[src/hdl/eti_pkg.sv]
// Shared types and constants for the escape-time iteration block.
`timescale 1ns / 1ps

package eti_pkg;

    // Width of every configuration register and of the APB data bus.
    localparam int REG_BITS = 32;
    // Five registers at byte addresses 0 to 16.
    localparam int APB_ADDR_BITS = 5;

    localparam logic signed [REG_BITS-1:0] ORIGIN_RE_RESET = -32'sd536870912;
    localparam logic signed [REG_BITS-1:0] ORIGIN_IM_RESET = -32'sd301989888;
    localparam logic signed [REG_BITS-1:0] STEP_RE_RESET   = 32'sd201327;
    localparam logic signed [REG_BITS-1:0] STEP_IM_RESET   = 32'sd201327;
    localparam int                         MAX_ITER_RESET  = 40;

    typedef enum logic [2:0] {
        REG_ORIGIN_RE = 3'd0,
        REG_ORIGIN_IM = 3'd1,
        REG_STEP_RE   = 3'd2,
        REG_STEP_IM   = 3'd3,
        REG_MAX_ITER  = 3'd4
    } reg_idx_t;

    // Geometry of the image window, handed from the register file to the front end.
    typedef struct packed {
        logic signed [REG_BITS-1:0] origin_re;
        logic signed [REG_BITS-1:0] origin_im;
        logic signed [REG_BITS-1:0] step_re;
        logic signed [REG_BITS-1:0] step_im;
    } cfg_t;

    typedef enum logic [1:0] {
        CS_IDLE,
        CS_MUL,
        CS_ADD,
        CS_DONE
    } core_state_t;

endpackage

[src/hdl/eti_cfg.sv]
// APB register file holding the image window and the iteration limit.
`timescale 1ns / 1ps

module eti_cfg #(
    parameter int ITER_BITS = 11
) (
    input  logic                               clk,
    input  logic                               rst_n,
    input  logic                               psel,
    input  logic                               penable,
    input  logic                               pwrite,
    input  logic [eti_pkg::APB_ADDR_BITS-1:0]  paddr,
    input  logic [eti_pkg::REG_BITS-1:0]       pwdata,
    output logic [eti_pkg::REG_BITS-1:0]       prdata,
    output logic                               pready,
    output eti_pkg::cfg_t                      cfg,
    output logic [ITER_BITS-1:0]               max_iter
);

    eti_pkg::cfg_t        cfg_reg;
    logic [ITER_BITS-1:0] max_iter_reg;
    logic [2:0]           idx;
    logic                 wr_en;

    assign idx    = paddr[eti_pkg::APB_ADDR_BITS-1:2];
    assign wr_en  = psel && penable && pwrite;
    assign pready = 1'b1;

    always_ff @(posedge clk or negedge rst_n)
    begin
        if (!rst_n)
        begin
            cfg_reg.origin_re <= eti_pkg::ORIGIN_RE_RESET;
            cfg_reg.origin_im <= eti_pkg::ORIGIN_IM_RESET;
            cfg_reg.step_re   <= eti_pkg::STEP_RE_RESET;
            cfg_reg.step_im   <= eti_pkg::STEP_IM_RESET;
            max_iter_reg      <= ITER_BITS'(eti_pkg::MAX_ITER_RESET);
        end
        else if (wr_en)
        begin
            unique case (idx)
                eti_pkg::REG_ORIGIN_RE: cfg_reg.origin_re <= $signed(pwdata);
                eti_pkg::REG_ORIGIN_IM: cfg_reg.origin_im <= $signed(pwdata);
                eti_pkg::REG_STEP_RE:   cfg_reg.step_re   <= $signed(pwdata);
                eti_pkg::REG_STEP_IM:   cfg_reg.step_im   <= $signed(pwdata);
                eti_pkg::REG_MAX_ITER:  max_iter_reg      <= pwdata[ITER_BITS-1:0];
                default:
                begin
                end
            endcase
        end
    end

    always_comb
    begin
        unique case (idx)
            eti_pkg::REG_ORIGIN_RE: prdata = cfg_reg.origin_re;
            eti_pkg::REG_ORIGIN_IM: prdata = cfg_reg.origin_im;
            eti_pkg::REG_STEP_RE:   prdata = cfg_reg.step_re;
            eti_pkg::REG_STEP_IM:   prdata = cfg_reg.step_im;
            eti_pkg::REG_MAX_ITER:
                prdata = {{(eti_pkg::REG_BITS-ITER_BITS){1'b0}}, max_iter_reg};
            default:                prdata = '0;
        endcase
    end

    assign cfg      = cfg_reg;
    assign max_iter = max_iter_reg;

endmodule

[config.mk]
export PLATFORM = sky130hd
export DESIGN_NAME = eti_cfg
export DESIGN_NICKNAME = d
export VERILOG_FILES = /design/src/hdl/eti_pkg.sv /design/src/hdl/eti_cfg.sv
export SDC_FILE = /design/constraint.sdc
export NUM_CORES = 1
export LEC_CHECK = 0
export ABC_AREA = 1
export BUFFER_PORTS_ARGS = -buffer_cell sky130_fd_sc_hd__buf_2
export CORE_ASPECT_RATIO = 0.9
export CORE_MARGIN = 4
export CORE_UTILIZATION = 51
export CTS_CLUSTER_DIAMETER = 30
export DETAILED_ROUTE_END_ITERATION = 12
export GPL_ROUTABILITY_DRIVEN = 0
export PLACE_DENSITY = 0.84
export SKIP_LAST_GASP = 1
export SLEW_MARGIN = 30
export SYNTH_ARGS = -nofsm -noshare
export SYNTH_HDL_FRONTEND = slang
export SYNTH_SLANG_ARGS = --single-unit
[constraint.sdc]
create_clock -name clk -period 1.6 [get_ports clk]
set_input_delay 0.32 -clock clk [delete_from_list [all_inputs] [get_ports clk]]
set_output_delay 0.32 -clock clk [all_outputs]
set_load 0.1 [all_outputs]
# Word-level counts from Yosys, hierarchy flattened
# Cells that the tools add are included.
[classes] shift=0 addsub=0 eq_ne=4 mux=1 n_mul=0 magnitude_cmp=0 div=0 bitwise=0 reduce_logical=8
[op_table] op="32-bit case mux with 5 select lines" count=1
[op_table] op="2-bit AND reduction" count=5
[op_table] op="3-bit by 2-bit == test with 1-bit output (second input constant)" count=2
[op_table] op="3-bit by 1-bit == test with 1-bit output (second input constant)" count=1
[op_table] op="3-bit == test (second input constant)" count=1
[op_table] op="3-bit zero test" count=1
[op_table] op="1-bit logical AND" count=2
[totals] ff_bits=139 elab_cells=18 latch_bits=0 mem_count=0 mem_bits_ro=0 ram_bits=0

# Longest topological paths before layout
[logic_depth] depth_word=3 mapped_depth=7 depth_no_buf=5

# Worst setup path before layout
# OpenSTA, ideal clock, no wires.
[synth_path] kind="register to output" startpoint="reg cfg_reg (netlist bit cfg[11])" endpoint="out prdata[11] in the netlist's numbering" path_stages_with_launch=3 setup_slack_ns=-0.604 path_buffers=0 required_ns=1.280 t_arrival_ns=1.884 path_cell_list="dfrtp_1 -> nand4_1 -> nand4_1"
[synth_via] elab_chain_cells=1
[synth_rtl] element="from (decl)" line_no="eti_cfg.sv:20" rtl="eti_pkg::cfg_t cfg_reg;"
[synth_rtl] element="32-bit case mux with 5 select lines" line_no="eti_cfg.sv:56" rtl="unique case (idx)"
[synth_rtl] element="to (decl)" line_no="eti_cfg.sv:14" rtl="output logic [eti_pkg::REG_BITS-1:0] prdata,"
# Every way passes these cells.

# Worst setup path in the final report
[layout_path] startpoint="reg cfg_reg (netlist bit cfg[34])" endpoint="out prdata[2] in the netlist's numbering"
# Same word-level chain as after synthesis.

==> results by group <==
Global route
  – Vias in the first global route: 7963
  – Grt total ovfl: 0
  – First-pass GRT wire length: 42900 um
  – Gr usage total: 37.1%
  – Pin count of the biggest net entering global routing: 81
  – Antenna violations before repair: 1

Job
  – Number of max-cap violations: 0

Pwr
  – Lkg Pwr: 0.00518 uW
  – Power Total: 18900 uW
  – Maximum VDD drop: 0.00179 V
  – Pwr dens: 1720 nW/um^2

Route
  – Wirelength per Cell: 22.7 um
  – Vias: 8068
  – Routed Antenna Nets: 0
  – First-pass iteration count of the detailed router: 6
  – Final wirelength: 28900 um
  – Initial drt markers: 1404
  – Vias per Instance: 6.33
  – DRC viols: 0

Logic synthesis
  – Unique masters post-synth: 20
  – Post-synth EDFFs: 0
  – Sequential-to-total area share from yosys stat: 52.5%
  – Synth Register Bits: 139
  – Ys async rst share: 100%
  – Synth area leaders: dfrtp_1 (40%), nand2_1 (19%), dfstp_2 (12%)
  – Synth top area share: 40.4%
  – Yosys warns: 0
  – Post-synthesis net count: 890
  – Synth Cell Area: 6700 um^2
  – Most frequent cell after synthesis: nand2_1
  – Main synth FF type: dfrtp_1
  – Commonest cells in the netlist: nand2_1 (340), o21ai_0 (136), dfrtp_1 (108)
  – Cell taking the most area after synthesis: dfrtp_1
  – Cell count after synthesis: 848
  – Syn avg cell area: 7.90 um^2

Clock tree
  – Cts bufs inserted: 17
  – H-tree Lvls: 4
  – Reg clk slew, reported paths: 60 ps
  – Clock buffer depth: 2
  – Clock tree sinks: 139
  – Root Buffer: clkbuf_16
  – CTS tree: done
  – Worst-Skew Late Latency: 410 ps

Floorplan
  – Die W: 129 um
  – Num ports: 214
  – Initial core utilization: 52.4%
  – Core Area: 12800 um^2
  – Die area: 15000 um^2
  – Die extent in y: 117 um
  – Row cnt: 39

STA
  – Fin crit period: 1880 ps
  – Hold Fails Final Rpt: 0
  – Post-route setup slack: -275 ps
  – Period Utilization, post-route: 117%
  – Slew margin rel.: 64.7%
  – Endpoints failing setup: 58
  – Fmax: 533 MHz
  – Unrepaired setup endpoints after global routing: yes
  – Least-Margin Pin Slew: 533 ps
  – Clock skew: 0 ps
  – Max-slew violations: 0

Outcome
  – Failing checks: negative setup slack
  – Run status: complete, but fails checks

Setup path
  – Setup crit end kind: output port
  – WS Path Type: reg2out
  – Critical path fanouts, max: 2
  – Crit-path slowest cell: dfstp_4
  – Data arrival time of the critical path: 1560 ps
  – Startpoint Class: flop
  – Crit-path max cell delay: 610 ps
  – CP Cell Sequence: inv_1 > o21ai_2 > inv_2 > nand2_8 > buf_12
  – Critical Path RT: 1280 ps

Hold path
  – Hold crit path type: in2reg

Final layout
  – Layout Area Growth over Synthesis: 63.7%
  – Share of layout cells above drive strength 1: 47.2%
  – Nets: 1139
  – Max reg flops: 128
  – Final instance area: 11000 um^2

Placed design
  – PortBufs: 210
  – Dpl hpwl: 16600 um
  – Placed inst area: 9690 um^2
  – Setup Slack @ Placement: -206 ps
worst paths after layout:
path                              from     endpoint  slack (ps)  cells past startpoint
max                            cfg[34]    prdata[2]        -280                      5
min                         pwdata[17]      cfg[17]         130                      3
max reg2reg                   cfg[125]     cfg[125]         510                      4
min reg2reg                max_iter[0]  max_iter[0]         530                      2
max in group asynchronous        rst_n      cfg[93]         600                      3
min in group asynchronous        rst_n       cfg[8]         380                      2
what timing repair did:
item,4_1_cts,5_1_grt
hold buffers,1,0
buffers inserted,25,8
endpoints found under the setup margin,35,60
pin swaps,45,23
gates cloned,3,1
endpoints found under the hold margin,21,0
resized for setup,44,41
logic make-up (layout without fill, tap and decap cells):
kind of cell | count (synthesis) | after routing | synth area share (%)
AO/OA/AOI/OAI | 140 | 140 | 10.5
buffers and inverters | 77 | 339 | 5.33
flip-flops | 139 | 139 | 52.5
other | 1 | 2 | 0.0560
AND/OR/NAND/NOR | 491 | 491 | 31.6
routing by layer:
metal  vias to the layer above  GRT usage [%]  share of wire, %
li1                       3332              -                 -
met1                      3770           46.0                34
met2                       767           60.5                48
met3                       199           8.69                12
met4                         0           20.2               6.1
met5                         -              0                 0
final cells by class:
type,instances,area [um^2]
Sequential cell,139,3780
Timing Repair Buffer,301,3220
Multi-Input combinational cell,632,3060
Fill cell,594,1830
Clock buffer,19,433
Clock inverter,13,215
Tap cell,164,205
Inverter,6,35.0
Antenna cell,1,2.50
critical path: cells and delay by family, from the launching register on:
family	cells	cell delay (ps)
compound gates	1	140
buf+inv	3	310
flops	1	610
simple gates	1	70
per-stage QoR:
step	hold slack (ps)	utilization (%)	setup TNS [ps]	instances
detailed placement	254	75.8	-10920	1207
floorplan	24.4	-	-8040	848
global route	128	85.7	-7330	1275
CTS	127	84.2	-5380	1267
finish	130	85.7	-5440	1275
global placement	253	75.8	-5830	1207
cell usage in the layout, fill, tap and decap left out, types with 4 or more instances in the layout:
cell / Yosys / final
o21ai_0: 136 / 136
dfstp_4: 0 / 31
buf_4: 9 / 39
bufinv_16: 0 / 5
buf_6: 1 / 25
nand3_2: 1 / 16
dfrtp_4: 0 / 5
nand4_1: 53 / 53
buf_2: 21 / 134
nor2_2: 2 / 10
nand2_4: 0 / 10
nand2_1: 340 / 327
clkbuf_16: 0 / 18
nor2_4: 4 / 7
nand2_2: 2 / 4
clkbuf_4: 0 / 7
nand3_1: 76 / 59
clkinvlp_4: 0 / 4
buf_12: 0 / 88
dfrtp_2: 0 / 103
inv_6: 0 / 4
report_power, final:
part / internal (uW) / leakage, uW / total (uW) / switching [uW]
registers: 4490 / 0.00160 / 5120 / 635
clock network: 2780 / 0.000301 / 4390 / 1610
logic: 2080 / 0.00328 / 9350 / 7260
total: 9350 / 0.00518 / 18900 / 9510
No activity file was read; power rests on OpenSTA's default activity.
