`src/hdl/eti_pkg.sv`:
```
// Shared types and constants for the escape-time iteration block.
`timescale 1ns / 1ps

package eti_pkg;

    // Width of every configuration register and of the APB data bus.
    localparam int REG_BITS = 32;
    // Five registers at byte addresses 0 to 16.
    localparam int APB_ADDR_BITS = 5;

    localparam logic signed [REG_BITS-1:0] ORIGIN_RE_RESET = -32'sd536870912;
    localparam logic signed [REG_BITS-1:0] ORIGIN_IM_RESET = -32'sd301989888;
    localparam logic signed [REG_BITS-1:0] STEP_RE_RESET   = 32'sd201327;
    localparam logic signed [REG_BITS-1:0] STEP_IM_RESET   = 32'sd201327;
    localparam int                         MAX_ITER_RESET  = 40;

    typedef enum logic [2:0] {
        REG_ORIGIN_RE = 3'd0,
        REG_ORIGIN_IM = 3'd1,
        REG_STEP_RE   = 3'd2,
        REG_STEP_IM   = 3'd3,
        REG_MAX_ITER  = 3'd4
    } reg_idx_t;

    // Geometry of the image window, handed from the register file to the front end.
    typedef struct packed {
        logic signed [REG_BITS-1:0] origin_re;
        logic signed [REG_BITS-1:0] origin_im;
        logic signed [REG_BITS-1:0] step_re;
        logic signed [REG_BITS-1:0] step_im;
    } cfg_t;

    typedef enum logic [1:0] {
        CS_IDLE,
        CS_MUL,
        CS_ADD,
        CS_DONE
    } core_state_t;

endpackage

```
`src/hdl/eti_pix_if.sv`:
```
// Pixel coordinate channel with valid/ready handshake.
`timescale 1ns / 1ps

interface eti_pix_if #(
    parameter int COORD_BITS = 12
) ();
    logic                  valid;
    logic                  ready;
    logic [COORD_BITS-1:0] pixel_x;
    logic [COORD_BITS-1:0] pixel_y;

    modport source (output valid, output pixel_x, output pixel_y, input ready);
    modport sink   (input valid, input pixel_x, input pixel_y, output ready);
endinterface

```
`src/hdl/eti_front.sv`:
```
// Front end: takes pixel transfers and maps each pixel onto its point c.
`timescale 1ns / 1ps

module eti_front #(
    parameter int COORD_BITS = 12
) (
    input  logic                  clk,
    input  logic                  rst_n,
    input  eti_pkg::cfg_t         cfg,
    eti_pix_if.sink               pix,
    output logic                  push,
    input  logic                  push_ready,
    output logic [2*COORD_BITS+2*(eti_pkg::REG_BITS+COORD_BITS+1)-1:0] push_data
);

    localparam int CW = eti_pkg::REG_BITS + COORD_BITS + 1;

    logic                  fr_valid_reg;
    logic [COORD_BITS-1:0] x_reg;
    logic [COORD_BITS-1:0] y_reg;
    logic signed [CW-1:0]  cr_reg;
    logic signed [CW-1:0]  ci_reg;
    logic signed [CW-1:0]  prod_re;
    logic signed [CW-1:0]  prod_im;
    logic signed [CW-1:0]  cr_next;
    logic signed [CW-1:0]  ci_next;
    logic                  accept;

    assign pix.ready = !fr_valid_reg || push_ready;
    assign accept    = pix.valid && pix.ready;

    always_comb
    begin
        prod_re = $signed({1'b0, pix.pixel_x}) * cfg.step_re;
        prod_im = $signed({1'b0, pix.pixel_y}) * cfg.step_im;
        cr_next = prod_re + {{(CW-eti_pkg::REG_BITS){cfg.origin_re[eti_pkg::REG_BITS-1]}},
                             cfg.origin_re};
        ci_next = prod_im + {{(CW-eti_pkg::REG_BITS){cfg.origin_im[eti_pkg::REG_BITS-1]}},
                             cfg.origin_im};
    end

    always_ff @(posedge clk or negedge rst_n)
    begin
        if (!rst_n)
        begin
            fr_valid_reg <= 1'b0;
        end
        else if (pix.ready)
        begin
            fr_valid_reg <= pix.valid;
        end
    end

    always_ff @(posedge clk)
    begin
        if (accept)
        begin
            x_reg  <= pix.pixel_x;
            y_reg  <= pix.pixel_y;
            cr_reg <= cr_next;
            ci_reg <= ci_next;
        end
    end

    assign push      = fr_valid_reg;
    assign push_data = {x_reg, y_reg, cr_reg, ci_reg};

endmodule

```
`src/flat_wrapper.sv`:
```
// flat-port wrapper written by rule: the top's interface ports become plain ports
module eti_front_flat 
#(
    parameter int COORD_BITS = 12
)
  (clk, rst_n, cfg, push, push_ready, push_data, pix_valid, pix_pixel_x, pix_pixel_y, pix_ready);
  eti_pix_if #(.COORD_BITS(COORD_BITS)) pix_i ();
  input  logic clk;
  input  logic rst_n;
  input  eti_pkg::cfg_t cfg;
  output logic push;
  input  logic push_ready;
  output logic [2*COORD_BITS+2*(eti_pkg::REG_BITS+COORD_BITS+1)-1:0] push_data;
  input wire logic [$bits(pix_i.valid)-1:0] pix_valid;
  input wire logic [$bits(pix_i.pixel_x)-1:0] pix_pixel_x;
  input wire logic [$bits(pix_i.pixel_y)-1:0] pix_pixel_y;
  output wire logic [$bits(pix_i.ready)-1:0] pix_ready;
  assign pix_i.valid = pix_valid;
  assign pix_i.pixel_x = pix_pixel_x;
  assign pix_i.pixel_y = pix_pixel_y;
  assign pix_ready = pix_i.ready;
  eti_front #(.COORD_BITS(COORD_BITS)) u_core (.clk(clk), .rst_n(rst_n), .cfg(cfg), .pix(pix_i), .push(push), .push_ready(push_ready), .push_data(push_data));
endmodule
```
`config.mk`:
```
export PLATFORM = sky130hd
export DESIGN_NAME = eti_front_flat
export DESIGN_NICKNAME = d
export VERILOG_FILES = /design/src/hdl/eti_pkg.sv /design/src/hdl/eti_pix_if.sv /design/src/hdl/eti_front.sv /design/src/flat_wrapper.sv
export SDC_FILE = /design/constraint.sdc
export NUM_CORES = 2
export LEC_CHECK = 0
export ABC_CLOCK_PERIOD_IN_PS = 4400
export BUFFER_PORTS_ARGS = -buffer_cell sky130_fd_sc_hd__buf_2
export CAP_MARGIN = 20
export CORE_ASPECT_RATIO = 0.5
export CORE_MARGIN = 8
export CORE_UTILIZATION = 60
export DETAILED_ROUTE_END_ITERATION = 8
export PLACE_DENSITY = 0.77
export RECOVER_POWER = 25
export SETUP_SLACK_MARGIN = 0.3
export SLEW_MARGIN = 10
export SYNTH_ARGS = -nofsm -noshare
export SYNTH_HDL_FRONTEND = slang
export SYNTH_SLANG_ARGS = --single-unit
```
`constraint.sdc`:
```
create_clock -name clk -period 4.4 [get_ports clk]
set_input_delay 0.22 -clock clk [delete_from_list [all_inputs] [get_ports clk]]
set_output_delay 0.22 -clock clk [all_outputs]
set_load 0.1 [all_outputs]
```
# --- Word-level counts from Yosys, hierarchy flattened ---
# Cells that the tools add are included.
totals:
  ff_bits: 115
  mem_count: 0
  out_inout_bits: 116
  latchBits: 0
  input_bits: 156
  romBits: 0
  ramBits: 0
classes:
  n_bitwise: 0
  eq_ne: 0
  multipliers: 2
  div_mod_pow: 0
  shift: 0
  n_mux: 0
  order_cmp: 0
  n_addsub: 2
  reduce_logical: 3
ops:
  columns: ["operator", "n"]
  rows:
  - ["adder 45 bit", 2]
  - ["multiplier 13 x 32 -> 45 bit", 2]
  - ["logical AND 1 bit", 1]
  - ["logical NOT 1 bit", 1]
  - ["logical OR 1 bit", 1]

# --- Longest topological paths before layout ---
depth:
  depth_word: 3
  mapped_depth: 24
  mapped_depth_nobuf: 23

# --- Worst setup path before layout ---
# OpenSTA, ideal clock, no wires.
synth_timing:
  kind: "input -> register"
  from: "input cfg[6] (netlist name)"
  to: "register u_core.ci_reg[21], data pin"
  arrival_time_ns: 5.626
  stages: 24
  required_time_ns: 4.140
  setup_ns: 0.260
  n_path_buf: 1
  path_slack_ns: -1.485
  path_cell_list: "clkbuf_1 > and2_1 > fa_1 > inv_1 > fa_1 > inv_1 > fa_1 > inv_1 > fa_1 > inv_1 > fa_1 > inv_1 > fa_1 > inv_1 > ha_1 > a21oi_1 > o21ai_1 > a221o_1 > or2_1 > and2_4 > o21ai_2 > nand2b_2 > a221oi_2 > xnor2_1"
synth_between:
  elab_chain_cells: 2
synth_rtl:
  columns: ["item", "line", "source"]
  rows:
  - ["start, declared", "flat_wrapper.sv:10", "input eti_pkg::cfg_t cfg;"]
  - ["multiplier 13 x 32 -> 45 bit", "eti_front.sv:35", "prod_im = $signed({1'b0, pix.pixel_y}) * cfg.step_im;"]
  - ["adder 45 bit", "eti_front.sv:38", "ci_next = prod_im + {{(CW-eti_pkg::REG_BITS){cfg.origin_im[eti_pkg::REG_BITS-1]}},"]
  - ["via u_core.ci_next[21]", "eti_front.sv:26", "logic signed [CW-1:0] ci_next;"]
  - ["end signal, assigned", "eti_front.sv:61", "ci_reg <= ci_next;"]
  - ["end, declared", "eti_front.sv:22", "logic signed [CW-1:0] ci_reg;"]
# The timed path passes the listed nets, and every way through them passes these cells.
# A chain may end at the register's enable or synchronous reset.

# --- Final worst setup path ---
layout_timing:
  from: "input pix_pixel_x[1]"
  to: "register u_core.cr_reg[41], data pin"
layout_between:
  elab_chain_cells: 2
layout_rtl:
  columns: ["item", "line", "source"]
  rows:
  - ["start, declared", "flat_wrapper.sv:15", "input wire logic [$bits(pix_i.pixel_x)-1:0] pix_pixel_x;"]
  - ["multiplier 13 x 32 -> 45 bit", "eti_front.sv:34", "prod_re = $signed({1'b0, pix.pixel_x}) * cfg.step_re;"]
  - ["adder 45 bit", "eti_front.sv:36", "cr_next = prod_re + {{(CW-eti_pkg::REG_BITS){cfg.origin_re[eti_pkg::REG_BITS-1]}},"]
  - ["via u_core.cr_next[41]", "eti_front.sv:25", "logic signed [CW-1:0] cr_next;"]
  - ["end signal, assigned", "eti_front.sv:60", "cr_reg <= cr_next;"]
  - ["end, declared", "eti_front.sv:21", "logic signed [CW-1:0] cr_reg;"]
# The timed path passes the listed nets, and every way through them passes these cells.

==> impl_results.md <==
* Drt wl/cell at 19.3 um
* Req. time, crit path at 4.62 ns
* TritonCTS clock tree: yes
* CP arrival at 5.94 ns
* GR Util All Layers at 0.300
* Mux share of post-synthesis cell area at 0.000308
* Via count at 26600
* Adder-Cell Fraction of Synth Area at 0.547
* Die X at 345 um
* Cell Area, Synth at 0.0325 sq mm
* Async S/R FF share, synth at 0.00870
* Simple-gate share of the synthesized area at 0.149
* Register bit total from synthesis at 115
* Fraction of layout cells with a size suffix above 1 at 0.320
* Max-slew headroom at 0.431
* Worst Skew at 0.0205 ns
* Fin. Hold Viols at 0
* Post-Route WL at 95700 um
* Xor and xnor area share after synthesis at 0.0248
* Final setup viols at 73
* Synthesis-to-layout area growth at 32.4%
* Gr ovfl total at 0
* Crit path max fanout at 7
* Dpl hpwl at 72800 um
* Post-route cell area at 0.0431 sq mm
* Fin crit period at 5.72 ns
* Violated checks: setup timing
* Synth Area in Compound Gates at 0.0534
* 1st-pass router iterations at 6
* IO Pins at 272
* Unrepaired setup endpoints after global routing: true
* Worst setup EP type: flip-flop
* Longest Clk Path Bufs at 2
* Clock latency on the worst-skew pair at 0.48 ns
* Status: finished, violations left
* Dpl cell area at 0.0390 sq mm
* CTS root buf: clkbuf_16
* Core area at 0.0537 sq mm
* Detailed-route DRC error count at 0
* EDFF count, synth at 114
* Predominant post-synthesis flop cell: edfxtp_1
* Post-synthesis sequential area ratio at 0.106
* Fin Setup TNS at -66.31 ns
* Setup ws final at -1.32 ns
* Synth unique cells at 65
* TritonCTS Sinks at 115
* Clock transition at the registers of the reported paths at 0.08 ns
* Tcrit/Tclk final at 1.30
* Largest family of logic cells by synthesized area: adder cells
* Avg Inst Size Synth at 9.46 sq um
* Critical-path top delay cell: fa_1
* CP Class: in2reg
* Placer Congestion at 0.924
* Hold crit path type: in2reg
* Row cnt at 60
* Max Slew Vio Count at 0
* Initial antenna violation count at 4
* Measured slew at the worst slew-check pin at 0.854 ns
* First-pass GRT wire length at 151000 um
* Initial Utilization at 0.606
* YS warnings at 0
* Die area at 0.0623 sq mm
* # nets final at 5344
* H-tree levels at 4
* Worst path max stage delay at 0.63 ns
* DIE HEIGHT at 181 um
* Max Clock Freq at 175 MHz
* Largest net degree at the start of global routing at 58
* Critical Path Most Common Cell: fa_1
* CTS Buf Count at 17
* Vias in the first global route at 29600
* Critical path cell sequence: buf_16 -> buf_12 -> and2_4 -> fa_1 -> inv_2 -> fa_1 -> inv_2 -> fa_1 -> fa_1 -> fa_1 -> inv_2 -> fa_1 -> inv_2 -> ha_4 -> a21o_1 -> a21oi_2 -> nand2_1 -> o311a_1 -> buf_12 -> a2bb2oi_4 -> o211ai_1 -> a21oi_2 -> xnor2_1
* Max-Cap Viols at 0
* Pre-CTS setup slack at -1.91 ns
* Synthesized Nets at 4562
* R2r setup slk at 2.28 ns
* Vias per Instance at 5.37
* Gate Count Post-Synth at 3438
* # port buffers at 271
* DRT iter0 DRCs at 1581
* Detail Route Antenna Nets at 0
* Startpoint Class: input port
-- worst paths after layout --
path	startpoint	to	cells after the start
setup / recovery	pix_pixel_x[1]	u_core.cr_reg[41]$_DFFE_PP_	23
hold / removal	cfg[96]	u_core.cr_reg[0]$_DFFE_PP_	2
setup reg to reg	u_core.push$_DFFE_PN0N_	u_core.ci_reg[17]$_DFFE_PP_	3
hold reg to reg	u_core.push$_DFFE_PN0N_	u_core.push$_DFFE_PN0N_	2
max in group asynchronous	rst_n	u_core.push$_DFFE_PN0N_	2
min in group asynchronous	rst_n	u_core.push$_DFFE_PN0N_	2
-- metrics by stage --
step	instances	utilization	hold slack [ns]
floorplan	3438	-	-0.0756
global placement	4787	0.727	-0.00551
detailed placement	4787	0.727	-0.00342
CTS	4871	0.771	0.0258
global route	4949	0.802	0.0443
finish	4950	0.802	0.0527
-- Yosys cell counts, types with 3 or more instances --
library cell / number / area (sq um)
a21oi_2: 4 / 35.0
o211ai_1: 9 / 67.6
o21a_1: 12 / 90.1
nand2_1: 431 / 1620
nor2_1: 49 / 184
o21ai_0: 23 / 115
a41oi_1: 3 / 26.3
and2_1: 405 / 2530
o21ai_2: 3 / 26.3
nor3_1: 11 / 55.1
edfxtp_1: 114 / 3420
o21ai_1: 22 / 110
o221ai_1: 3 / 26.3
and3_1: 7 / 43.8
xnor2_1: 64 / 561
nand3_1: 24 / 120
nand4_1: 9 / 56.3
fa_1: 756 / 15100
ha_1: 212 / 2650
o31ai_1: 3 / 22.5
clkbuf_1: 141 / 529
nand2b_1: 10 / 62.6
a21oi_1: 88 / 440
a311oi_1: 4 / 35.0
a211oi_1: 7 / 52.6
inv_1: 887 / 3330
a31oi_1: 8 / 50.1
o21bai_1: 7 / 52.6
xor2_1: 28 / 245
a21o_1: 41 / 308
or2_1: 3 / 18.8
nor2b_1: 9 / 56.3
-- critical path, delay by kind of cell --
kind / cells / cell delay (ns)
compound gates: 6 / 1.27
buf+inv: 7 / 0.61
simple gates: 2 / 0.25
fa+ha+maj: 7 / 3.48
xor+xnor: 1 / 0.10
-- layer usage --
layer / vias to the layer above / GRT usage / wire (um)
met2: 1164 / 0.554 / 50500
met3: 329 / 0.0534 / 6560
met1: 13400 / 0.345 / 34200
met4: 2 / 0.119 / 4370
li1: 11700 / - / -
met5: - / 0 / 12
-- kinds of logic after synthesis --
family / count (synthesis)
buffers and inverters: 1030
AND/OR/NAND/NOR: 971
adder cells (fa/ha/maj): 968
AO/OA/AOI/OAI: 261
flip-flops: 115
XOR/XNOR: 92
multiplexers: 1
-- area by class of cell --
cell class,instances,area [sq um]
diodes,4,10.0
flip-flops and latches,115,3450
repair buffers,906,7450
clock inverters,15,138
inverters,887,3330
well taps,713,892
clock buffers,17,425
multi-input cells,2293,27400
fillers,3109,10600
-- what timing repair did --
action | in CTS | in global routing
buffers inserted | 44 | 70
hold buffers | 2 | 1
cloned | 6 | 4
hold endpoints to repair | 2 | 1
gates resized for setup | 310 | 278
setup endpoints to repair | 78 | 78
pin swaps | 144 | 181
-- placed cells by master, fill, tap and decap left out, types with 23 or more instances in the layout --
cell,count
buf_2,224
edfxtp_1,114
ha_1,161
ha_4,49
a21oi_2,36
fa_2,45
xor2_1,23
and2_4,52
nand2_2,28
inv_2,53
fa_1,711
inv_1,833
and2_1,354
a21oi_1,41
buf_4,503
buf_12,38
nor2_1,34
a21o_1,41
nand2_1,392
xnor2_1,52
buf_6,115
Power is not shown: default switching activity piles up to over one toggle a cycle in this logic, so the estimate is an artifact.
