===== config.mk =====
export PLATFORM = sky130hd
export DESIGN_NAME = eti_fifo
export DESIGN_NICKNAME = d
export VERILOG_FILES = /design/src/hdl/eti_fifo.sv
export SDC_FILE = /design/constraint.sdc
export NUM_CORES = 1
export LEC_CHECK = 0
export BUFFER_PORTS_ARGS = -buffer_cell sky130_fd_sc_hd__buf_4
export CORE_UTILIZATION = 47
export DETAILED_ROUTE_END_ITERATION = 6
export GPL_ROUTABILITY_DRIVEN = 0
export PLACE_DENSITY_LB_ADDON = 0.15
export SETUP_SLACK_MARGIN = 0.15
export SLEW_MARGIN = 20
export SYNTH_ARGS = -nofsm -noshare
export SYNTH_HDL_FRONTEND = slang
export SYNTH_SLANG_ARGS = --single-unit

===== constraint.sdc =====
create_clock -name clk -period 6.2 [get_ports clk]
set_clock_uncertainty 0.05 [all_clocks]
set_input_delay 0.93 -clock clk [delete_from_list [all_inputs] [get_ports clk]]
set_output_delay 0.93 -clock clk [all_outputs]
set_load 0.02 [all_outputs]

===== src/hdl/eti_fifo.sv =====
// Two-entry queue between the front end and the iteration core.
`timescale 1ns / 1ps

module eti_fifo #(
    parameter int WIDTH = 114
) (
    input  logic             clk,
    input  logic             rst_n,
    input  logic             push,
    output logic             push_ready,
    input  logic [WIDTH-1:0] push_data,
    output logic             pop_valid,
    input  logic             pop,
    output logic [WIDTH-1:0] pop_data
);

    logic [WIDTH-1:0] entry_reg [2];
    logic             wr_ptr_reg;
    logic             rd_ptr_reg;
    logic [1:0]       count_reg;
    logic             do_push;
    logic             do_pop;

    assign push_ready = (count_reg != 2'd2);
    assign pop_valid  = (count_reg != 2'd0);
    assign do_push    = push && push_ready;
    assign do_pop     = pop && pop_valid;
    assign pop_data   = entry_reg[rd_ptr_reg];

    always_ff @(posedge clk or negedge rst_n)
    begin
        if (!rst_n)
        begin
            wr_ptr_reg <= 1'b0;
            rd_ptr_reg <= 1'b0;
            count_reg  <= 2'd0;
        end
        else
        begin
            if (do_push)
            begin
                wr_ptr_reg <= !wr_ptr_reg;
            end
            if (do_pop)
            begin
                rd_ptr_reg <= !rd_ptr_reg;
            end
            if (do_push && !do_pop)
            begin
                count_reg <= count_reg + 2'd1;
            end
            else if (do_pop && !do_push)
            begin
                count_reg <= count_reg - 2'd1;
            end
        end
    end

    always_ff @(posedge clk)
    begin
        if (do_push)
        begin
            entry_reg[wr_ptr_reg] <= push_data;
        end
    end

endmodule


== Word level (Yosys, flattened, before mapping) ==
Memory sizes are Yosys's and may differ from the RTL's.
Index checks and enable logic that the tools add are counted.

* Add/sub/neg operators: 2
* Equality and inequality tests: 1
* Mux-type cells: 4
* Reduce and logical (&&, ||, !) cells: 10

{| class="wikitable"
|+ Operators by type and width
! operator !! count
|-
| $logic_and 1x1->1 || 4
|-
| $logic_not 1->1 || 4
|-
| $mux 2 || 2
|-
| $reduce_bool 2->1 || 2
|-
| $add 2x1->2 const B || 1
|-
| $mux 1 || 2
|-
| $ne 2x2->1 const B || 1
|-
| $sub 2x1->2 const B || 1
|}

* Bits in registers: 4
* Bits in writable memories: 228
* Input port bits: 118
* Output and inout port bits: 116
* Logic and storage cells: 21
* Memories kept: 1

{| class="wikitable"
|+ Memory list
! name !! depth !! bits a word !! read ports !! clocked after Yosys merged registers in !! write ports !! RTL line !! source
|-
| entry_reg || 2 || 114 || 1 || 0 || 1 || 17 || <nowiki>logic [WIDTH-1:0] entry_reg [2];</nowiki>
|}

== Longest topological paths before layout ==
Gate-level depths: netlist (run 1).

* Depth in word-level cells: 6
* Gate-level depth with buffers: 7
* Mapped depth without buffers: 7

== Worst setup path before layout (run 1) ==
OpenSTA, ideal clock, no wires.

* Kind: input-to-reg
* Start point: in push
* End point: mem entry_reg[0][0] (enable)
* Setup time: 588 ps
* Arrival time: 5767 ps
* Data required time: 5562 ps
* Slack: -205 ps
* Stages: 2
* Buffers on the path: 0
* Cells stage by stage: nand2_1 nor2_1

* Cells in the longest elaborated chain, start to end: 3

{| class="wikitable"
|+ RTL lines
! item !! RTL line !! source
|-
| start, declared || 9 || <nowiki>input logic push,</nowiki>
|-
| $logic_and 1x1->1 || 26 || <nowiki>assign do_push = push && push_ready;</nowiki>
|-
| $mux 1 || 61 || <nowiki>if (do_push)</nowiki>
|-
| $mux 1 (not written as such) || 63 || <nowiki>entry_reg[wr_ptr_reg] <= push_data;</nowiki>
|-
| end, declared || 17 ||
|}

Every way passes these cells.

== Final worst setup path (run 1) ==
* Start point: reg rd_ptr_reg
* End point: out pop_data[38]

* Cells in the longest elaborated chain, start to end: 1

{| class="wikitable"
|+ RTL lines
! item !! RTL line !! source
|-
| start, declared || 19 || <nowiki>logic rd_ptr_reg;</nowiki>
|-
| start signal, assigned || 46 || <nowiki>rd_ptr_reg <= !rd_ptr_reg;</nowiki>
|-
| $mem_v2 2x114 || -- ||
|-
| end, declared || 14 || <nowiki>output logic [WIDTH-1:0] pop_data</nowiki>
|}

Every way passes these cells.

==> results of run 1 <==
==> path summary, 6_finish.rpt <==
kind,from,to,slack [ns],cells after the start
hold / removal,rst_n,count_reg[1],0.17,1
setup / recovery,rd_ptr_reg,pop_data[38],2.50,3
setup reg to reg,count_reg[0],entry_reg[1][38],3.68,3
min in group clk,count_reg[1],count_reg[1],0.46,1
hold reg to reg,count_reg[1],count_reg[1],0.46,1
max in group asynchronous,rst_n,rd_ptr_reg,5.82,1
==> logic make-up after synthesis <==
| group | count (synthesis) |
|---|---|
| xor gates and xnor gates | 5 |
| DFF | 232 |
| buffers and inverters | 14 |
| and+or+nand+nor | 7 |
| muxes | 114 |
| adders and majority gates | 1 |
==> worst reg2reg max path: cells and delay by family, from the launching register on <==
kind                   cells  cell delay, ns
DFF                        1            0.40
buffers and inverters      1            0.66
and+or+nand+nor            2            1.02
==> layer usage <==
metal	vias up	share of wire	global-route usage
li1	1975	-	-
met1	2075	0.38	0.188
met2	165	0.50	0.266
met3	30	0.10	0.0574
met4	0	0.021	0.0525
met5	-	0	0
==> cell usage in the layout (no fill, tap or decap), types with 2 or more instances in the layout <==
| cell | instances |
|---|---|
| buf_4 | 238 |
| clkbuf_1 | 7 |
| clkbuf_16 | 23 |
| clkinv_1 | 6 |
| clkinv_2 | 3 |
| dfrtp_1 | 3 |
| edfxtp_1 | 228 |
| mux2_2 | 64 |
| mux2_4 | 50 |
| nand2_1 | 2 |
| xnor2_1 | 3 |
| xor2_1 | 2 |
==> cells in the mapped netlist <==
cell	instances	area, sq um
dfrtp_1	4	100
ha_1	1	12.5
buf_2	6	30.0
mux2_2	64	721
xor2_1	2	17.5
nor2_1	2	7.51
edfxtp_1	228	6850
inv_1	1	3.75
xnor2_1	3	26.3
mux2_4	50	751
or2_2	1	6.26
buf_6	7	78.8
nand2_1	2	7.51
and3_1	1	6.26
nand2b_1	1	6.26
==> power breakdown <==
part           internal (mW)  leakage (nW)  total (mW)  switching (mW)
Sequential              2.15          2.16        2.33           0.182
Combinational          0.941          1.86        1.93           0.994
Clock                  0.677         0.313        1.20           0.519
Total                   3.77          4.33        5.46            1.69
==> cell type report <==
| class | count | area (sq um) | area share |
|---|---|---|---|
| Clock buffer | 30 | 602 | 0.0535 |
| Clock inverter | 9 | 37.5 | 0.00334 |
| Inverter | 1 | 3.75 | 0.000334 |
| Multi-Input combinational cell | 127 | 1570 | 0.140 |
| Sequential cell | 232 | 6950 | 0.618 |
| Tap cell | 229 | 287 | 0.0255 |
| Timing Repair Buffer | 238 | 1790 | 0.159 |
==> impl_metrics.py, run 1 <==
metrics = {
    "detailed_routing": {
        "wire_per_inst_um": 17.8,
        "drt_wl_total_um": 15400,
        "via_count": 4245,
        "drt_iter0_markers": 150,
        "postRouteAntennaNets": 0,
        "drc": 0,
        "vias_per_cell": 4.90,
        "drtPass1Iterations": 4,
    },
    "global_routing": {
        "grt_pass1_vias": 4356,
        "grt_start_max_net_pins": 72,
        "grt_usage": 0.158,
        "overflow": 0,
        "grt_first_pass_wirelength_um": 22500,
        "antenna_found_initial": 0,
    },
    "cells_and_area": {
        "nets": 742,
        "instances_no_fill": 866,
        "drive_gt1_frac": 0.600,
        "fin_area_sq_mm": 0.0112,
        "utilization": 0.626,
        "n_fill_cell": 1306,
        "antenna_cells": 0,
        "area_growth_pct": 30.4,
        "largest_reg_flops": 228,
    },
    "critical_path": {
        "startpoint_type": "register",
        "cp_cell_sequence": "buf_4 -> mux2_2 -> buf_4",
        "slowest_delay_ns": 1.13,
        "cp_max_fo": 69,
        "worst-path-buf-inv": 2,
        "crit_top_cell": "buf_4",
        "worstPathRequired_ns": 5.22,
        "cp_data_arrival_time_ns": 2.72,
        "cp_top_family": "flip-flops",
        "critPathCaptureType": "primary output",
        "crit_path_top_delay_cell": "dfrtp_4",
        "worstSetupPathType": "register to primary output",
    },
    "sta": {
        "post-route-period-util": 0.597,
        "max_freq_mhz": 270,
        "layout_setup_ws_ns": 2.50,
        "setup_viol": 0,
        "hold_ws_ns": 0.170,
        "rsz0062_at_grt": "false",
        "fin_crit_ns": 3.70,
        "tns_ns": 0,
        "hold_viol_final": 0,
        "tightest_slew_ns": 1.04,
        "slew_headroom": 0.305,
        "slew_viol_final": 0,
    },
    "synthesis": {
        "ys_types": 15,
        "yosys_warnings": 0,
        "synthAdderAreaFrac": 0.00145,
        "ys_ff_latch": 232,
        "synth_mux_area_frac": 0.171,
        "synthesis.nets": 492,
        "synth_top_family_by_area": "multiplexers",
        "synth.avg_cell_area_sq_um": 23.1,
        "syn-cell-area_sq_mm": 0.00862,
        "syn-instance-count": 373,
        "synthXorXnorAreaFrac": 0.00508,
        "synthSimpleGateAreaFrac": 0.00392,
        "synth_compound_area_frac": 0,
        "yosysSeqAreaShare": 0.806,
    },
    "run_status": {
        "status": "complete, no violations",
    },
    "clock_tree": {
        "cts_max_level": 1,
        "cts_buffer_depth": 3,
        "postCtsResizedCells": 0,
        "cts_made_buffers": 23,
        "post_cts.repair.setup_buffers": 0,
        "clk_pin_slew_ns": 0.06,
        "cts.sinks": 232,
        "cts_root_buf": "clkbuf_16",
        "cts_tree": "built",
        "clock_latency_ns": 0.49,
        "ctsHoldBuffers": 0,
    },
    "die": {
        "core_sq_mm": 0.0180,
        "fp.dieW_um": 137,
        "die_height_um": 137,
        "initial_utilization": 0.480,
        "rows": 49,
        "num_io_pins": 234,
        "die_area_sq_mm": 0.0189,
    },
    "placement": {
        "dpl_worst_slack_ns": 2.97,
        "post_dp_cell_area_sq_mm": 0.0106,
        "numPortBuffers": 233,
        "dp_hpwl_um": 10100,
        "placed_cells": 827,
    },
    "min_path": {
        "hold_class": "primary input to asynchronous set/reset pin",
    },
    "power_and_ir_drop": {
        "p_leak_nw": 4.33,
        "power_mw": 5.46,
        "vdd_ir_drop_max_v": 0.000270,
        "p_per_area_mw_per_mm2": 486,
    },
    "job": {
        "maxCapViolations": 0,
    },
}
(Power assumes the default switching activity.)
==> run 2: changes to the inputs <==
--- a/config.mk
+++ b/config.mk
@@ -6,7 +6,7 @@
 export NUM_CORES = 1
 export LEC_CHECK = 0
 export BUFFER_PORTS_ARGS = -buffer_cell sky130_fd_sc_hd__buf_4
-export CORE_UTILIZATION = 47
+export CORE_UTILIZATION = 48
 export DETAILED_ROUTE_END_ITERATION = 6
 export GPL_ROUTABILITY_DRIVEN = 0
 export PLACE_DENSITY_LB_ADDON = 0.15
==> constraint.sdc (replaced) <==
create_clock -name clk -period 3.6 [get_ports clk]
set_clock_uncertainty 0.05 [all_clocks]
set_input_delay 0.54 -clock clk [delete_from_list [all_inputs] [get_ports clk]]
set_output_delay 0.54 -clock clk [all_outputs]
set_load 0.02 [all_outputs]
==> run 2 against run 1 <==
Critical path depth stayed put. Critical path type unchanged. Register-to-register slack got worse by 2.1 ns. Total power increased by 76%.
==> impl_metrics.py, run 2 (synthesis results as in run 1) <==
metrics = {
    "global_routing": {
        "grt_pass1_vias": 4513,
        "grt_usage": 0.164,
        "antenna_found_initial": 0,
        "grt_first_pass_wirelength_um": 22900,
        "overflow": 0,
        "grt_start_max_net_pins": 60,
    },
    "clock_tree": {
        "cts_tree": "built",
        "cts_root_buf": "clkbuf_16",
        "clk_pin_slew_ns": 0.06,
        "cts_made_buffers": 24,
        "cts.sinks": 232,
        "clock_latency_ns": 0.50,
        "cts_max_level": 1,
        "cts_buffer_depth": 3,
    },
    "power_and_ir_drop": {
        "vdd_ir_drop_max_v": 0.000485,
        "p_leak_nw": 4.39,
        "p_per_area_mw_per_mm2": 848,
        "power_mw": 9.64,
    },
    "detailed_routing": {
        "via_count": 4281,
        "vias_per_cell": 4.93,
        "postRouteAntennaNets": 0,
        "drt_iter0_markers": 166,
        "drtPass1Iterations": 4,
        "drt_wl_total_um": 15800,
        "drc": 0,
        "wire_per_inst_um": 18.2,
    },
    "sta": {
        "tightest_slew_ns": 0.804,
        "slew_headroom": 0.464,
        "tns_ns": 0,
        "post-route-period-util": 0.770,
        "setup_viol": 0,
        "fin_crit_ns": 2.77,
        "rsz0062_at_grt": "false",
        "max_freq_mhz": 361,
        "hold_viol_final": 0,
        "slew_viol_final": 0,
    },
    "placement": {
        "dp_hpwl_um": 10300,
        "numPortBuffers": 233,
    },
    "cells_and_area": {
        "area_growth_pct": 31.9,
        "final_cell_mix": "buf_4 (238), edfxtp_1 (228), mux2_2 (64), mux2_4 (50), clkbuf_16 (25)",
        "mostFrequentLayoutCell": "buf_4",
        "drive_gt1_frac": 0.603,
        "nets": 746,
        "largest_reg_flops": 228,
        "antenna_cells": 0,
        "n_fill_cell": 1260,
    },
    "job": {
        "maxCapViolations": 0,
    },
    "critical_path": {
        "critPathCaptureType": "primary output",
        "worstSetupStartpoint": "rd_ptr_reg",
        "cp_data_arrival_time_ns": 2.18,
        "worstSetupPathType": "register to primary output",
        "cp_max_fo": 54,
        "worstPathRequired_ns": 3.01,
        "startpoint_type": "register",
        "r2r_start": "count_reg[0]",
    },
    "die": {
        "rows": 48,
        "initial_utilization": 0.495,
        "num_io_pins": 234,
        "fp.dieW_um": 136,
        "die_area_sq_mm": 0.0185,
        "core_sq_mm": 0.0174,
        "die_height_um": 136,
    },
    "min_path": {
        "hold_class": "primary input to register",
        "worstHoldStart": "push_data[108]",
    },
    "run_status": {
        "status": "complete, no violations",
    },
}
-- run 2: worst paths after layout --
check	cells past startpoint	slack, ns	end
setup / recovery	3	0.83	pop_data[100]
hold / removal	1	0.17	entry_reg[1][108]
setup reg to reg	3	1.62	entry_reg[1][69]
hold reg to reg	1	0.44	count_reg[1]
max in group asynchronous	2	3.05	rd_ptr_reg
min in group asynchronous	2	0.33	count_reg[0]
-- run 2: final cells by class --
| cell class | instances | area (sq um) | share of cell area |
|---|---|---|---|
| tap | 225 | 282 | 0.0248 |
| timing repair buffer | 241 | 1840 | 0.162 |
| inverter | 1 | 3.75 | 0.000330 |
| multi-input combinational | 127 | 1570 | 0.138 |
| clock inverter | 8 | 61.3 | 0.00539 |
| clock buffer | 34 | 659 | 0.0580 |
| sequential | 232 | 6950 | 0.611 |
-- run 2: through the flow --
stage / instances / area (sq um) / worst slack (ns) / hold slack (ns) / utilization
global route: 868 / 11400 / 0.741 / 0.152 / 0.653
floorplan: 373 / 8630 / 0.608 / 0.194 / -
finish: 868 / 11400 / 0.827 / 0.174 / 0.653
CTS: 868 / 11400 / 0.789 / 0.152 / 0.653
global placement: 825 / 10600 / 1.34 / 0.291 / 0.611
detailed placement: 825 / 10600 / 1.34 / 0.296 / 0.611
-- run 2: repair_timing --
action | CTS | global route
endpoints found under the hold margin | 4 | 0
gates resized for setup | 0 | 0
hold buffers | 1 | 0
setup buffers | 0 | 0
-- run 2: power by group --
| group | total, mW | internal, mW | switching [mW] |
|---|---|---|---|
| Combinational | 3.46 | 1.65 | 1.82 |
| Clock | 2.26 | 1.34 | 0.919 |
| Sequential | 3.92 | 3.70 | 0.216 |
-- run 2: layer usage --
layer / wire length [um] / track usage / up-vias / share of wire
met4: 352 / 0.0562 / 0 / 0.022
met3: 1710 / 0.0660 / 29 / 0.11
met2: 7550 / 0.269 / 186 / 0.48
met5: 0 / 0 / - / 0
li1: - / - / 1991 / -
met1: 6180 / 0.196 / 2075 / 0.39
-- run 2: worst max-delay path, cell delays in order, from the launching register on --
cell	delay, ns
dfrtp_4	0.71
buf_12	0.35
mux2_2	0.40
buf_4	0.16
==> run 3: changes to the inputs <==
--- a/config.mk
+++ b/config.mk
@@ -6,7 +6,7 @@
 export NUM_CORES = 1
 export LEC_CHECK = 0
 export BUFFER_PORTS_ARGS = -buffer_cell sky130_fd_sc_hd__buf_4
-export CORE_UTILIZATION = 48
+export CORE_UTILIZATION = 47
 export DETAILED_ROUTE_END_ITERATION = 6
 export GPL_ROUTABILITY_DRIVEN = 0
 export PLACE_DENSITY_LB_ADDON = 0.15
==> constraint.sdc (replaced) <==
create_clock -name clk -period 2.4 [get_ports clk]
set_clock_uncertainty 0.05 [all_clocks]
set_input_delay 0.36 -clock clk [delete_from_list [all_inputs] [get_ports clk]]
set_output_delay 0.36 -clock clk [all_outputs]
set_load 0.02 [all_outputs]
==> run 3 against run 2 <==
Sequential share of layout area decreased by 7.4 points. Cell count increased by 15%. Setup slack got worse by 0.65 ns. Critical path depth increased by 1. Clock-buffer cell count decreased by 3. Register-to-register slack got worse by 0.81 ns. Total power increased by 61%. Non-clock buffer count increased by 128. Wire length increased by 18%. Die area increased by 2.1%. First-iteration DRC count increased by 47%. Combinational power increased by 85%.
==> impl_metrics.py, run 3 (synthesis results as in run 1) <==
metrics = {
    "die": {
        "fp.dieW_um": 137,
        "num_io_pins": 234,
        "initial_utilization": 0.480,
        "core_sq_mm": 0.0180,
        "die_area_sq_mm": 0.0189,
        "rows": 49,
        "die_height_um": 137,
    },
    "detailed_routing": {
        "drt_iter0_markers": 244,
        "wire_per_inst_um": 18.5,
        "drtPass1Iterations": 4,
        "via_count": 4840,
        "postRouteAntennaNets": 0,
        "drt_wl_total_um": 18600,
        "vias_per_cell": 4.84,
        "drc": 0,
    },
    "cells_and_area": {
        "drive_gt1_frac": 0.526,
        "nets": 874,
        "area_growth_pct": 50.1,
        "instances_no_fill": 1001,
        "final_cell_mix": "edfxtp_1 (228), buf_4 (208), dlygate4sd3_1 (115), mux2_2 (64), mux2_4 (50)",
        "largest_reg_flops": 228,
        "mostFrequentLayoutCell": "edfxtp_1",
        "antenna_cells": 0,
    },
    "critical_path": {
        "cp-endpoint": "pop_data[82]",
        "r2r_setup_slack_ns": 0.81,
        "worst-path-buf-inv": 3,
        "r2r_end": "entry_reg[0][50]",
        "ff2ff_path_depth": 4,
        "slowest_delay_ns": 0.52,
        "crit_path_top_delay_cell": "dfrtp_4",
        "cp_data_arrival_time_ns": 1.81,
        "worstPathRequired_ns": 1.99,
        "cp_max_fo": 8,
        "crit_cells": 4,
        "critPathCaptureType": "primary output",
        "startpoint_type": "register",
        "cp_cell_sequence": "buf_12 -> clkbuf_16 -> mux2_4 -> buf_6",
        "worstSetupStartpoint": "rd_ptr_reg",
        "worstSetupPathType": "register to primary output",
        "cp_top_family": "flip-flops",
        "r2r_start": "count_reg[0]",
    },
    "power_and_ir_drop": {
        "power_frac_comb": 0.412,
        "p_leak_nw": 5.05,
        "vdd_ir_drop_max_v": 0.000732,
        "pwr-share-seq": 0.374,
        "pwr-share-clk": 0.214,
        "power.internal_mw": 10.7,
        "p_sw_mw": 4.83,
        "swShare": 0.312,
        "p_per_area_mw_per_mm2": 1200,
    },
    "sta": {
        "post-route-period-util": 0.927,
        "slew_viol_final": 0,
        "rsz0062_at_grt": "true",
        "setup_viol": 0,
        "hold_viol_final": 0,
        "tns_ns": 0,
        "slew_headroom": 0.764,
        "max_freq_mhz": 449,
        "tightest_slew_ns": 0.353,
        "fin_crit_ns": 2.22,
    },
    "global_routing": {
        "antenna_found_initial": 0,
        "grt_start_max_net_pins": 59,
        "grt_first_pass_wirelength_um": 25400,
        "overflow": 0,
        "grt_usage": 0.177,
        "grt_pass1_vias": 5134,
    },
    "job": {
        "maxCapViolations": 0,
    },
    "clock_tree": {
        "cts.sinks": 232,
        "clk_pin_slew_ns": 0.06,
        "cts_tree": "built",
        "cts_root_buf": "clkbuf_16",
        "clock_latency_ns": 0.49,
        "cts_buffer_depth": 3,
        "cts_max_level": 1,
        "cts_made_buffers": 24,
    },
    "placement": {
        "placed_cells": 828,
        "dp_hpwl_um": 10100,
        "numPortBuffers": 233,
    },
    "min_path": {
        "hold_class": "primary input to register",
    },
    "run_status": {
        "status": "complete, no violations",
    },
}
## run 3: cell type report
| cell class | instances | area, sq um |
|---|---|---|
| Clock buffer | 31 | 648 |
| Tap cell | 229 | 287 |
| Multi-Input combinational cell | 127 | 1590 |
| Sequential cell | 232 | 6950 |
| Timing Repair Buffer | 369 | 3400 |
| Inverter | 1 | 3.75 |
| Clock inverter | 12 | 58.8 |
| Fill cell | 1108 | 5020 |
## run 3: worst register-to-register path: cells and delay by family (launching register included)
family	cells	cell delay [ns]
and+or+nand+nor	3	0.43
DFF	1	0.41
buffers and inverters	1	0.31
## run 3: layer usage
metal / GRT usage / up-vias / wire length [um]
met4: 0.0556 / 0 / 321
met3: 0.0515 / 34 / 1500
met1: 0.200 / 2372 / 6860
met2: 0.319 / 190 / 9880
li1: - / 2244 / -
met5: 0 / - / 0
## run 3: worst min path at each step
stage                   endpoint  depth (start not counted)  start
finish                wr_ptr_reg                          3   push
floorplan           count_reg[0]                          0  rst_n
global placement    count_reg[0]                          1  rst_n
detailed placement  count_reg[0]                          1  rst_n
global route          wr_ptr_reg                          3   push
CTS                   rd_ptr_reg                          3    pop
## run 3: through the flow
stage	hold slack, ns	setup slack, ns	util	instance area [sq um]	power, mW
floorplan	0.0144	-0.409	-	8640	9.31
global placement	0.108	0.588	0.596	10700	11.2
detailed placement	0.112	0.580	0.596	10700	11.3
CTS	0.109	0.0666	0.701	12600	14.9
global route	0.114	0.122	0.720	12900	16.1
finish	0.126	0.175	0.720	12900	15.5
## run 3: power by group through the flow
stage | combinational, mW | clock (mW) | sequential (mW)
floorplan | 3.50 | 0 | 5.82
global placement | 5.39 | 0 | 5.80
detailed placement | 5.45 | 0 | 5.86
CTS | 5.71 | 3.40 | 5.80
global route | 6.72 | 3.56 | 5.86
finish | 6.39 | 3.32 | 5.78
## run 3: timing repair
action	in CTS	in global routing
hold endpoints to repair	232	0
endpoints found under the setup margin	65	65
resized for setup	2	30
gates cloned	1	9
setup buffers	0	5
hold buffers	115	0
